`src/sv/hbfrl_pkg.sv`:
```
package hbfrl_pkg;

   // Field widths of the streams and registers
   localparam int BH_W      = 10;
   localparam int RATE_W    = 16;
   localparam int FIELD_W   = 16;
   localparam int CSR_A_W   = 1;
   localparam int CSR_D_W   = 16;
   localparam int REQ_D_W   = 72;

   // One second in microseconds
   localparam int US_PER_S  = 1000000;

   // Reset values of the configuration registers
   localparam logic [BH_W-1:0]   BH_RESET   = 10'd10;
   localparam logic [RATE_W-1:0] RATE_RESET = 16'd5120;

   // Configuration register indexes
   localparam logic [CSR_A_W-1:0] CSR_SHOT_HEAT = 1'd0;
   localparam logic [CSR_A_W-1:0] CSR_RATE_CAP  = 1'd1;

   // Sequencer states
   typedef enum logic [3:0] {
      ST_IDLE,
      ST_TIMER,
      ST_WRAP,
      ST_MUL_BUD,
      ST_MUL_COOL,
      ST_SUM,
      ST_MUL_DEN,
      ST_DIV_START,
      ST_DIV_WAIT,
      ST_DONE
   } state_type;

   // Command and status between the sequencer and the divider
   typedef struct packed {
      logic start;
   } div_cmd_type;

   typedef struct packed {
      logic busy;
      logic done;
   } div_stat_type;

endpackage

```
`src/sv/hbfrl_divider.sv`:
```
module hbfrl_divider #(
   parameter int DVD_W = 47,
   parameter int DSR_W = 30
) (
   input  logic                              clock,
   input  logic                              reset,
   input  hbfrl_pkg::div_cmd_type            cmd,
   input  logic [DVD_W-1:0]                  dividend,
   input  logic [DSR_W-1:0]                  divisor,
   input  logic [hbfrl_pkg::RATE_W-1:0]      rate_cap,
   output hbfrl_pkg::div_stat_type           stat,
   output logic [hbfrl_pkg::RATE_W-1:0]      quotient
);

   localparam int Q_W   = hbfrl_pkg::RATE_W;
   localparam int W     = (DVD_W > DSR_W + Q_W) ? DVD_W : DSR_W + Q_W;
   localparam int CNT_W = $clog2(Q_W + 1);

   logic [W-1:0]     rem_ff, rem_in;
   logic [W-1:0]     dsr_ff, dsr_in;
   logic [Q_W-1:0]   q_ff, q_in;
   logic [CNT_W-1:0] cnt_ff, cnt_in;
   logic             busy_ff, busy_in;
   logic             done_ff, done_in;
   logic             sat_ff, sat_in;
   logic             ge;

   // One shared compare and subtract per cycle
   assign ge = (rem_ff >= dsr_ff);

   // Restoring division, one quotient bit a cycle. The first step checks
   // whether the quotient would exceed the result width.
   always_comb begin
      rem_in  = rem_ff;
      dsr_in  = dsr_ff;
      q_in    = q_ff;
      cnt_in  = cnt_ff;
      busy_in = busy_ff;
      sat_in  = sat_ff;
      done_in = 1'b0;
      if (cmd.start) begin
         rem_in  = W'(dividend);
         dsr_in  = W'(divisor) << Q_W;
         q_in    = '0;
         cnt_in  = CNT_W'(Q_W);
         busy_in = 1'b1;
         sat_in  = 1'b0;
      end else if (busy_ff) begin
         if (cnt_ff == CNT_W'(Q_W)) begin
            if (ge) begin
               sat_in  = 1'b1;
               busy_in = 1'b0;
               done_in = 1'b1;
            end else begin
               dsr_in = dsr_ff >> 1;
               cnt_in = cnt_ff - 1'b1;
            end
         end else begin
            if (ge) begin
               rem_in = rem_ff - dsr_ff;
            end
            q_in   = {q_ff[Q_W-2:0], ge};
            dsr_in = dsr_ff >> 1;
            if (cnt_ff == '0) begin
               busy_in = 1'b0;
               done_in = 1'b1;
            end else begin
               cnt_in = cnt_ff - 1'b1;
            end
         end
      end
   end

   always_ff @(posedge clock) begin
      rem_ff <= rem_in;
      dsr_ff <= dsr_in;
      q_ff   <= q_in;
      cnt_ff <= cnt_in;
      sat_ff <= sat_in;
      if (reset) begin
         busy_ff <= 1'b0;
         done_ff <= 1'b0;
      end else begin
         busy_ff <= busy_in;
         done_ff <= done_in;
      end
   end

   // Clamp to the configured maximum
   assign quotient  = (sat_ff || (q_ff > rate_cap)) ? rate_cap : q_ff;
   assign stat.busy = busy_ff;
   assign stat.done = done_ff;

endmodule

```
`src/sv/heat_budget_fire_rate_limiter.sv`:
```
// Fire rate limiter driven by barrel heat telemetry. Each request transaction is one tick
// and gives exactly one response transaction carrying the allowed rate in shots per second
// (RATE_FRAC_BITS fraction bits). Telemetry is latched whenever the tick flags it as new.
// While firing, a period timer accumulates elapsed time and the rate is recomputed only
// when it crosses SETTLE_US; otherwise the held rate is returned, and a tick without firing
// clears the limiter and returns zero. Zero is also returned when the telemetry gives no
// rate or the heat budget is used up, and the rate is clamped to the cap when the quotient
// overflows the rate width. A full recompute runs three products through one shared
// multiplier and then a 17-step serial restoring divider, one quotient bit a cycle. A
// finished tick waits while the previous response still waits in the output register.
// The block takes no new tick until the current one has moved its result into the output
// register.
module heat_budget_fire_rate_limiter #(
   parameter int SETTLE_US      = 100000,
   parameter int RESERVE_SHOTS  = 3,
   parameter int RATE_FRAC_BITS = 8
) (
   input  logic                               clock,
   input  logic                               reset,
   // firing, elapsed_us, msg_heat, msg_limit, msg_cooling, msg_valid (from bit 0 up)
   input  logic [hbfrl_pkg::REQ_D_W-1:0]      req_tdata,
   // msg_new
   input  logic                               req_tuser,
   input  logic                               req_tvalid,
   output logic                               req_tready,
   // shoot_rate_q8
   output logic [hbfrl_pkg::RATE_W-1:0]       rsp_tdata,
   output logic                               rsp_tvalid,
   input  logic                               rsp_tready,
   input  logic                               csr_we,
   input  logic [hbfrl_pkg::CSR_A_W-1:0]      csr_addr,
   input  logic [hbfrl_pkg::CSR_D_W-1:0]      csr_wdata
);

   localparam int F_W    = hbfrl_pkg::FIELD_W;
   localparam int BH_W   = hbfrl_pkg::BH_W;
   localparam int R_W    = hbfrl_pkg::RATE_W;
   localparam int TMR_W  = $clog2(2 * SETTLE_US);
   localparam int EL_W   = (TMR_W > F_W) ? TMR_W : F_W;
   localparam int RES_W  = $clog2(RESERVE_SHOTS * (2**BH_W - 1) + 2);
   localparam int BUD_W  = ((RES_W > F_W) ? RES_W : F_W) + 2;
   localparam int MULB_V = (SETTLE_US > hbfrl_pkg::US_PER_S) ? SETTLE_US : hbfrl_pkg::US_PER_S;
   localparam int MULB_W = $clog2(MULB_V + 1);
   localparam int PROD_W = BUD_W + MULB_W + 1;
   localparam int NUM_W  = PROD_W + 1;
   localparam int DEN_W  = BH_W + MULB_W;
   localparam int DVD_W  = NUM_W - 1 + RATE_FRAC_BITS;

   // Configuration registers
   logic [BH_W-1:0]  shot_heat_ff;
   logic [R_W-1:0]   rate_cap_ff;

   // Tick fields and latched telemetry
   logic             firing_ff;
   logic [F_W-1:0]   elapsed_ff;
   logic [F_W-1:0]   lat_heat_ff, lat_limit_ff, lat_cool_ff;
   logic             lat_valid_ff;

   // Limiter state
   hbfrl_pkg::state_type state_ff, state_in;
   logic [TMR_W-1:0] timer_ff, timer_in;
   logic             armed_ff, armed_in;
   logic [R_W-1:0]   held_ff, held_in;
   logic [R_W-1:0]   result_ff, result_in;

   // Datapath registers
   logic signed [BUD_W-1:0]  budget_ff, budget_in;
   logic signed [PROD_W-1:0] prod_ff, prod_in;
   logic signed [NUM_W-1:0]  num_ff, num_in;

   // Output register
   logic             rsp_valid_ff, rsp_valid_in;
   logic [R_W-1:0]   rsp_data_ff, rsp_data_in;

   logic                     req_fire;
   logic                     out_free;
   logic [TMR_W-1:0]         elapsed_cap;
   logic [TMR_W-1:0]         timer_base;
   logic [TMR_W-1:0]         timer_wrap;
   logic [RES_W-1:0]         reserve_heat;
   logic                     bad_data;
   logic                     num_pos;
   logic signed [BUD_W-1:0]  mul_a;
   logic signed [MULB_W:0]   mul_b;
   logic signed [PROD_W-1:0] mul_p;
   hbfrl_pkg::div_cmd_type   div_cmd;
   hbfrl_pkg::div_stat_type  div_stat;
   logic [R_W-1:0]           div_q;

   assign req_tready = (state_ff == hbfrl_pkg::ST_IDLE);
   assign req_fire   = req_tvalid && req_tready;
   assign out_free   = !rsp_valid_ff || rsp_tready;

   // Configuration writes
   always_ff @(posedge clock) begin
      if (reset) begin
         shot_heat_ff <= hbfrl_pkg::BH_RESET;
         rate_cap_ff  <= hbfrl_pkg::RATE_RESET;
      end else if (csr_we) begin
         unique case (csr_addr)
            hbfrl_pkg::CSR_SHOT_HEAT: shot_heat_ff <= csr_wdata[BH_W-1:0];
            hbfrl_pkg::CSR_RATE_CAP:  rate_cap_ff  <= csr_wdata[R_W-1:0];
            default: ;
         endcase
      end
   end

   // Capture the tick and latch fresh telemetry
   always_ff @(posedge clock) begin
      if (req_fire) begin
         firing_ff  <= req_tdata[0];
         elapsed_ff <= req_tdata[F_W:1];
      end
      if (reset) begin
         lat_heat_ff  <= '0;
         lat_limit_ff <= '0;
         lat_cool_ff  <= '0;
         lat_valid_ff <= 1'b0;
      end else if (req_fire && req_tuser) begin
         lat_heat_ff  <= req_tdata[2*F_W:F_W+1];
         lat_limit_ff <= req_tdata[3*F_W:2*F_W+1];
         lat_cool_ff  <= req_tdata[4*F_W:3*F_W+1];
         lat_valid_ff <= req_tdata[4*F_W+1];
      end
   end

   // Timer arithmetic
   assign elapsed_cap = (EL_W'(elapsed_ff) > EL_W'(SETTLE_US - 1)) ?
                        TMR_W'(SETTLE_US - 1) : TMR_W'(elapsed_ff);
   assign timer_base  = armed_ff ? timer_ff : TMR_W'(SETTLE_US);
   always_comb begin
      timer_wrap = timer_ff - TMR_W'(SETTLE_US);
      if (timer_wrap >= TMR_W'(SETTLE_US)) begin
         timer_wrap = timer_wrap - TMR_W'(SETTLE_US);
      end
   end

   // Heat budget and the cases that give no rate
   assign reserve_heat = RES_W'(shot_heat_ff * RESERVE_SHOTS);
   assign bad_data     = !lat_valid_ff || (lat_limit_ff == '0) || (shot_heat_ff == '0) ||
                         (lat_heat_ff >= lat_limit_ff);
   assign num_pos      = !num_ff[NUM_W-1] && (num_ff != '0);

   // Shared multiplier
   always_comb begin
      case (state_ff)
         hbfrl_pkg::ST_MUL_BUD: begin
            mul_a = budget_ff;
            mul_b = (MULB_W+1)'(hbfrl_pkg::US_PER_S);
         end
         hbfrl_pkg::ST_MUL_COOL: begin
            mul_a = BUD_W'(signed'({1'b0, lat_cool_ff}));
            mul_b = (MULB_W+1)'(SETTLE_US);
         end
         default: begin
            mul_a = BUD_W'(signed'({1'b0, shot_heat_ff}));
            mul_b = (MULB_W+1)'(SETTLE_US);
         end
      endcase
   end
   assign mul_p = PROD_W'(mul_a) * PROD_W'(mul_b);

   // Sequencer
   always_comb begin
      state_in     = state_ff;
      timer_in     = timer_ff;
      armed_in     = armed_ff;
      held_in      = held_ff;
      result_in    = result_ff;
      budget_in    = budget_ff;
      prod_in      = prod_ff;
      num_in       = num_ff;
      div_cmd.start = 1'b0;
      rsp_data_in  = rsp_data_ff;
      rsp_valid_in = rsp_valid_ff && !rsp_tready;
      unique case (state_ff)
         hbfrl_pkg::ST_IDLE: begin
            if (req_fire) begin
               state_in = hbfrl_pkg::ST_TIMER;
            end
         end
         hbfrl_pkg::ST_TIMER: begin
            if (!firing_ff) begin
               held_in   = '0;
               timer_in  = '0;
               armed_in  = 1'b0;
               result_in = '0;
               state_in  = hbfrl_pkg::ST_DONE;
            end else begin
               armed_in = 1'b1;
               timer_in = timer_base + elapsed_cap;
               state_in = hbfrl_pkg::ST_WRAP;
            end
         end
         hbfrl_pkg::ST_WRAP: begin
            budget_in = BUD_W'(lat_limit_ff) - BUD_W'(reserve_heat) - BUD_W'(lat_heat_ff);
            if (timer_ff < TMR_W'(SETTLE_US)) begin
               result_in = held_ff;
               state_in  = hbfrl_pkg::ST_DONE;
            end else begin
               timer_in = timer_wrap;
               if (bad_data) begin
                  held_in   = '0;
                  result_in = '0;
                  state_in  = hbfrl_pkg::ST_DONE;
               end else begin
                  state_in = hbfrl_pkg::ST_MUL_BUD;
               end
            end
         end
         hbfrl_pkg::ST_MUL_BUD: begin
            prod_in  = mul_p;
            state_in = hbfrl_pkg::ST_MUL_COOL;
         end
         hbfrl_pkg::ST_MUL_COOL: begin
            num_in   = NUM_W'(prod_ff);
            prod_in  = mul_p;
            state_in = hbfrl_pkg::ST_SUM;
         end
         hbfrl_pkg::ST_SUM: begin
            num_in   = num_ff + NUM_W'(prod_ff);
            state_in = hbfrl_pkg::ST_MUL_DEN;
         end
         hbfrl_pkg::ST_MUL_DEN: begin
            prod_in = mul_p;
            if (!num_pos) begin
               held_in   = '0;
               result_in = '0;
               state_in  = hbfrl_pkg::ST_DONE;
            end else begin
               state_in = hbfrl_pkg::ST_DIV_START;
            end
         end
         hbfrl_pkg::ST_DIV_START: begin
            div_cmd.start = 1'b1;
            state_in      = hbfrl_pkg::ST_DIV_WAIT;
         end
         hbfrl_pkg::ST_DIV_WAIT: begin
            if (div_stat.done && !div_stat.busy) begin
               held_in   = div_q;
               result_in = div_q;
               state_in  = hbfrl_pkg::ST_DONE;
            end
         end
         hbfrl_pkg::ST_DONE: begin
            if (out_free) begin
               rsp_valid_in = 1'b1;
               rsp_data_in  = result_ff;
               state_in     = hbfrl_pkg::ST_IDLE;
            end
         end
         default: begin
            state_in = hbfrl_pkg::ST_IDLE;
         end
      endcase
   end

   always_ff @(posedge clock) begin
      result_ff   <= result_in;
      budget_ff   <= budget_in;
      prod_ff     <= prod_in;
      num_ff      <= num_in;
      rsp_data_ff <= rsp_data_in;
      if (reset) begin
         state_ff     <= hbfrl_pkg::ST_IDLE;
         timer_ff     <= '0;
         armed_ff     <= 1'b0;
         held_ff      <= '0;
         rsp_valid_ff <= 1'b0;
      end else begin
         state_ff     <= state_in;
         timer_ff     <= timer_in;
         armed_ff     <= armed_in;
         held_ff      <= held_in;
         rsp_valid_ff <= rsp_valid_in;
      end
   end

   // Serial divider: (num << frac) / (shot_heat * SETTLE_US), clamped
   hbfrl_divider #(
      .DVD_W (DVD_W),
      .DSR_W (DEN_W)
   ) u_divider (
      .clock    (clock),
      .reset    (reset),
      .cmd      (div_cmd),
      .dividend ({num_ff[NUM_W-2:0], {RATE_FRAC_BITS{1'b0}}}),
      .divisor  (prod_ff[DEN_W-1:0]),
      .rate_cap (rate_cap_ff),
      .stat     (div_stat),
      .quotient (div_q)
   );

   assign rsp_tvalid = rsp_valid_ff;
   assign rsp_tdata  = rsp_data_ff;

endmodule
```
`config.mk`:
```
export PLATFORM = sky130hd
export DESIGN_NAME = heat_budget_fire_rate_limiter
export DESIGN_NICKNAME = d
export VERILOG_FILES = /design/src/sv/hbfrl_pkg.sv /design/src/sv/hbfrl_divider.sv /design/src/sv/heat_budget_fire_rate_limiter.sv
export SDC_FILE = /design/constraint.sdc
export NUM_CORES = 1
export LEC_CHECK = 0
export BUFFER_PORTS_ARGS = -buffer_cell sky130_fd_sc_hd__clkbuf_2
export CELL_PAD_IN_SITES_DETAIL_PLACEMENT = 1
export CELL_PAD_IN_SITES_GLOBAL_PLACEMENT = 2
export CORE_ASPECT_RATIO = 1.1
export CORE_MARGIN = 2
export CORE_UTILIZATION = 44
export CTS_CLUSTER_DIAMETER = 30
export DETAILED_ROUTE_END_ITERATION = 10
export GPL_TIMING_DRIVEN = 0
export PLACE_DENSITY_LB_ADDON = 0.2
export REMOVE_ABC_BUFFERS = 1
export SYNTH_ARGS = -nofsm -noshare
export SYNTH_HDL_FRONTEND = slang
export SYNTH_SLANG_ARGS = --single-unit
```
`constraint.sdc`:
```
create_clock -name clock -period 20.4 [get_ports clock]
set_clock_uncertainty 0.1 [all_clocks]
set_input_delay 0 -clock clock [delete_from_list [all_inputs] [get_ports clock]]
set_output_delay 0 -clock clock [all_outputs]
set_load 0.01 [all_outputs]
```
==> flow_summary_export.csv <==
group,metric,value,unit
synthesis,ys_async_sr_fraction,0,%
critical_path,path_class,"flop to flop",
power,leakage,16.2,nW
floorplanning,dieArea,0.0690,sq mm
detailed_routing,routedWlPerCell,19.1,um
timing,setup_violations,0,
detailed_routing,first_pass_iters,5,
detailed_routing,antenna_left,0,
clocking,cts_tree,"built",
place,io_buffers,106,
detailed_routing,wl,85.8,mm
synthesis,synthDominantCellAreaShare,20.9,%
timing,slew-limit-headroom,8.50,%
synthesis,yosysMostFrequentCell,"inv_1",
critical_path,cp.arrival,9260,ps
timing,rsz0062_at_grt,"false",
clocking,clock_latency,650,ps
timing,finalCriticalPeriod,8980,ps
detailed_routing,routed-via-count,24500,
global_route,overflow,0,
power,ir_drop,84.1,uV
critical_path,critPathMaxStageDelay,630,ps
cells_and_area,num-nets-final,4137,
global_route,grt_util_all_layers,25.1,%
place,dp.cells,4155,
timing,tightest_slew,1360,ps
critical_path,cp-start-kind,"flop",
detailed_routing,drc,0,
clocking,cts-buffers-inserted,91,
critical_path,endpoint_kind,"flop",
critical_path,cp_max_fo,11,
cells_and_area,drive_gt1_share,8.88,%
detailed_routing,vias_per_cell,5.45,
timing,finalSetupTns,0,ps
floorplanning,dieHeight,275,um
clocking,cts_max_path_buffers,3,
detailed_routing,drt-initial-drc-count,886,
floorplanning,die_w,251,um
status,status,"complete, no violations",
job,cap_violations,0,
global_route,antenna_found_initial,0,
critical_path,crit_top_cell,"fa_1",
place,hpwl,63.2,mm
timing,fin_crit_sh,44.0,%
cells_and_area,layoutNonFillerInstCount,4495,
critical_path,cpMaxStageDelayCell,"fa_1",
global_route,grt_max_degree,68,
floorplanning,start_util,44.4,%
timing,slew_viol_final,0,
synthesis,ys_types,102,
synthesis,avgSynthCellArea,8.99,sq um
clocking,postCtsSetupBuffers,0,
floorplanning,coreArea,0.0663,sq mm
cells_and_area,n_fill_cell,7485,
power,power.density,87.9,mW/mm^2
synthesis,synthesis.area,0.0294,sq mm
critical_path,critPathRequiredTime,20680,ps
global_route,grt_pass1_wl,140,mm
synthesis,ys_ff_latch,368,
cells_and_area,areaGrowthSynthToFinish,21.6,%
synthesis,seq_area_frac_synth,32.0,%
clocking,cts-root-buf,"clkbuf_16",
synthesis,yosys_warnings,0,
synthesis,synth_commonest_cells,"inv_1, nand2_1, ha_1, a21oi_1, edfxtp_1",
timing,fmax,111,MHz
clocking,path_clk_slew,50,ps
timing,hold_violations,0,
cells_and_area,diodes,0,
synthesis,synth_top_flop_cell,"edfxtp_1",
synthesis,synth_edf_count,205,
floorplanning,ios,113,
place,gp_congestion,0.850,
floorplanning,rows,99,
synthesis,synthTopCellsByArea,"edfxtp_1, ha_1, dfxtp_1, fa_1, inv_1",
clocking,htreeDepth,3,
global_route,grt_pass1_vias,26900,
synthesis,synth_top_cell_by_area,"edfxtp_1",
min_path,hold_path.class,"primary input to flop",
synthesis,syn_inst,3275,
clocking,clock-sinks,368,
layout make-up:
type / instances / area (sq um) / area share [%]
well taps: 858 / 1070 / 3.00
clock inverters: 58 / 729 / 2.04
flip-flops and latches: 368 / 9420 / 26.3
multi-input cells: 2370 / 18000 / 50.3
repair buffers: 297 / 2550 / 7.14
inverters: 437 / 1640 / 4.58
clock buffers: 107 / 2370 / 6.61
critical path: cells and delay by family, from the launching register on:
family                     cells  cell delay, ps
DFF                            1             610
AOI/OAI and AO/OA              7            1660
and+or+nand+nor                8            1980
xor gates and xnor gates       1             150
buffers and inverters          5             590
adders and majority gates      7            3590
logic make-up (layout without fill, tap and decap cells):
group / count (synthesis) / after routing / share of synthesized area, %
and+or+nand+nor: 939 / 939 / 14.8
xor gates and xnor gates: 156 / 156 / 4.64
DFF: 368 / 368 / 32.0
muxes: 38 / 38 / 1.31
other: 2 / 20 / 0.0255
adders and majority gates: 477 / 477 / 23.9
buffers and inverters: 555 / 899 / 7.24
AOI/OAI and AO/OA: 740 / 740 / 16.1
repair_timing:
item | CTS | global route
endpoints found under the hold margin | 127 | 0
resized for setup | 0 | 0
hold buffers | 175 | 0
per-stage QoR:
| step | cell area (sq um) | util (%) | setup slack (ps) | power, mW | hold WS [ps] |
|---|---|---|---|---|---|
| 2_1_floorplan | 29000 | - | 12350 | 1.47 | -30.9 |
| 3_3_place_gp | 30600 | 46.2 | 9650 | 1.63 | 77.3 |
| 3_5_place_dp | 31000 | 46.7 | 11400 | 1.67 | 78.9 |
| 4_1_cts | 35800 | 54.0 | 11360 | 3.16 | 9.68 |
| 5_1_grt | 35800 | 54.0 | 10780 | 3.32 | 35.0 |
| 6_report | 35800 | 54.0 | 11420 | 3.15 | 26.5 |
registers in the layout, summed over array words and instances, names as in the netlist, 10 cells and up:
register / cells
u_divider.rem_ff: 47
u_divider.dsr_ff: 46
num_ff: 35
prod_ff: 34
budget_ff: 18
timer_ff: 18
elapsed_ff: 16
held_ff: 16
lat_cool_ff: 16
lat_heat_ff: 16
lat_limit_ff: 16
rate_cap_ff: 16
result_ff: 16
rsp_tdata: 16
u_divider.q_ff: 16
shot_heat_ff: 10
metal layers:
layer	vias to the layer above	routed length, um	global-route usage (%)
met2	381	43700	45.7
met3	163	2630	3.22
met5	-	0	0
met1	12100	36800	30.2
met4	0	2740	9.74
li1	11800	-	-
final timing paths:
path	from	to	slack, ps	cells past startpoint
hold reg to reg	result_ff[4]	rsp_tdata[4]	310	0
hold / removal	csr_wdata[12]	rate_cap_ff[12]	30	4
setup reg to reg	state_ff[0]	prod_ff[37]	11420	28
setup / recovery	state_ff[0]	prod_ff[37]	11420	28
cell usage in the layout, fill, tap and decap left out, types with 11 or more instances in the layout:
master / count
inv_1: 431
nand2_1: 427
ha_1: 333
a21oi_1: 260
edfxtp_1: 205
nor2_1: 180
dlygate4sd3_1: 175
dfxtp_1: 163
fa_1: 144
o21ai_0: 108
clkbuf_2: 105
xnor2_1: 98
clkbuf_16: 91
a21o_1: 84
nand3_1: 60
xor2_1: 58
nor3_1: 47
o31ai_1: 47
mux2i_1: 34
and2_1: 32
and3_1: 30
o21ai_1: 27
nand2b_1: 25
o21a_1: 25
nor2b_1: 23
a211oi_1: 21
nor4_1: 20
conb_1: 20
o21bai_1: 18
a31oi_1: 18
nand4_1: 17
clkinv_2: 17
a22oi_1: 14
o211ai_1: 13
clkbuf_1: 13
clkinv_1: 12
bufinv_16: 12
clkinvlp_4: 11
where the power goes:
part / leakage (nW) / internal, mW / switching (mW)
clock: 1.48 / 0.979 / 0.473
sequential: 3.15 / 0.851 / 0.0380
combinational: 11.5 / 0.347 / 0.458
No activity file was read; power rests on OpenSTA's default activity.
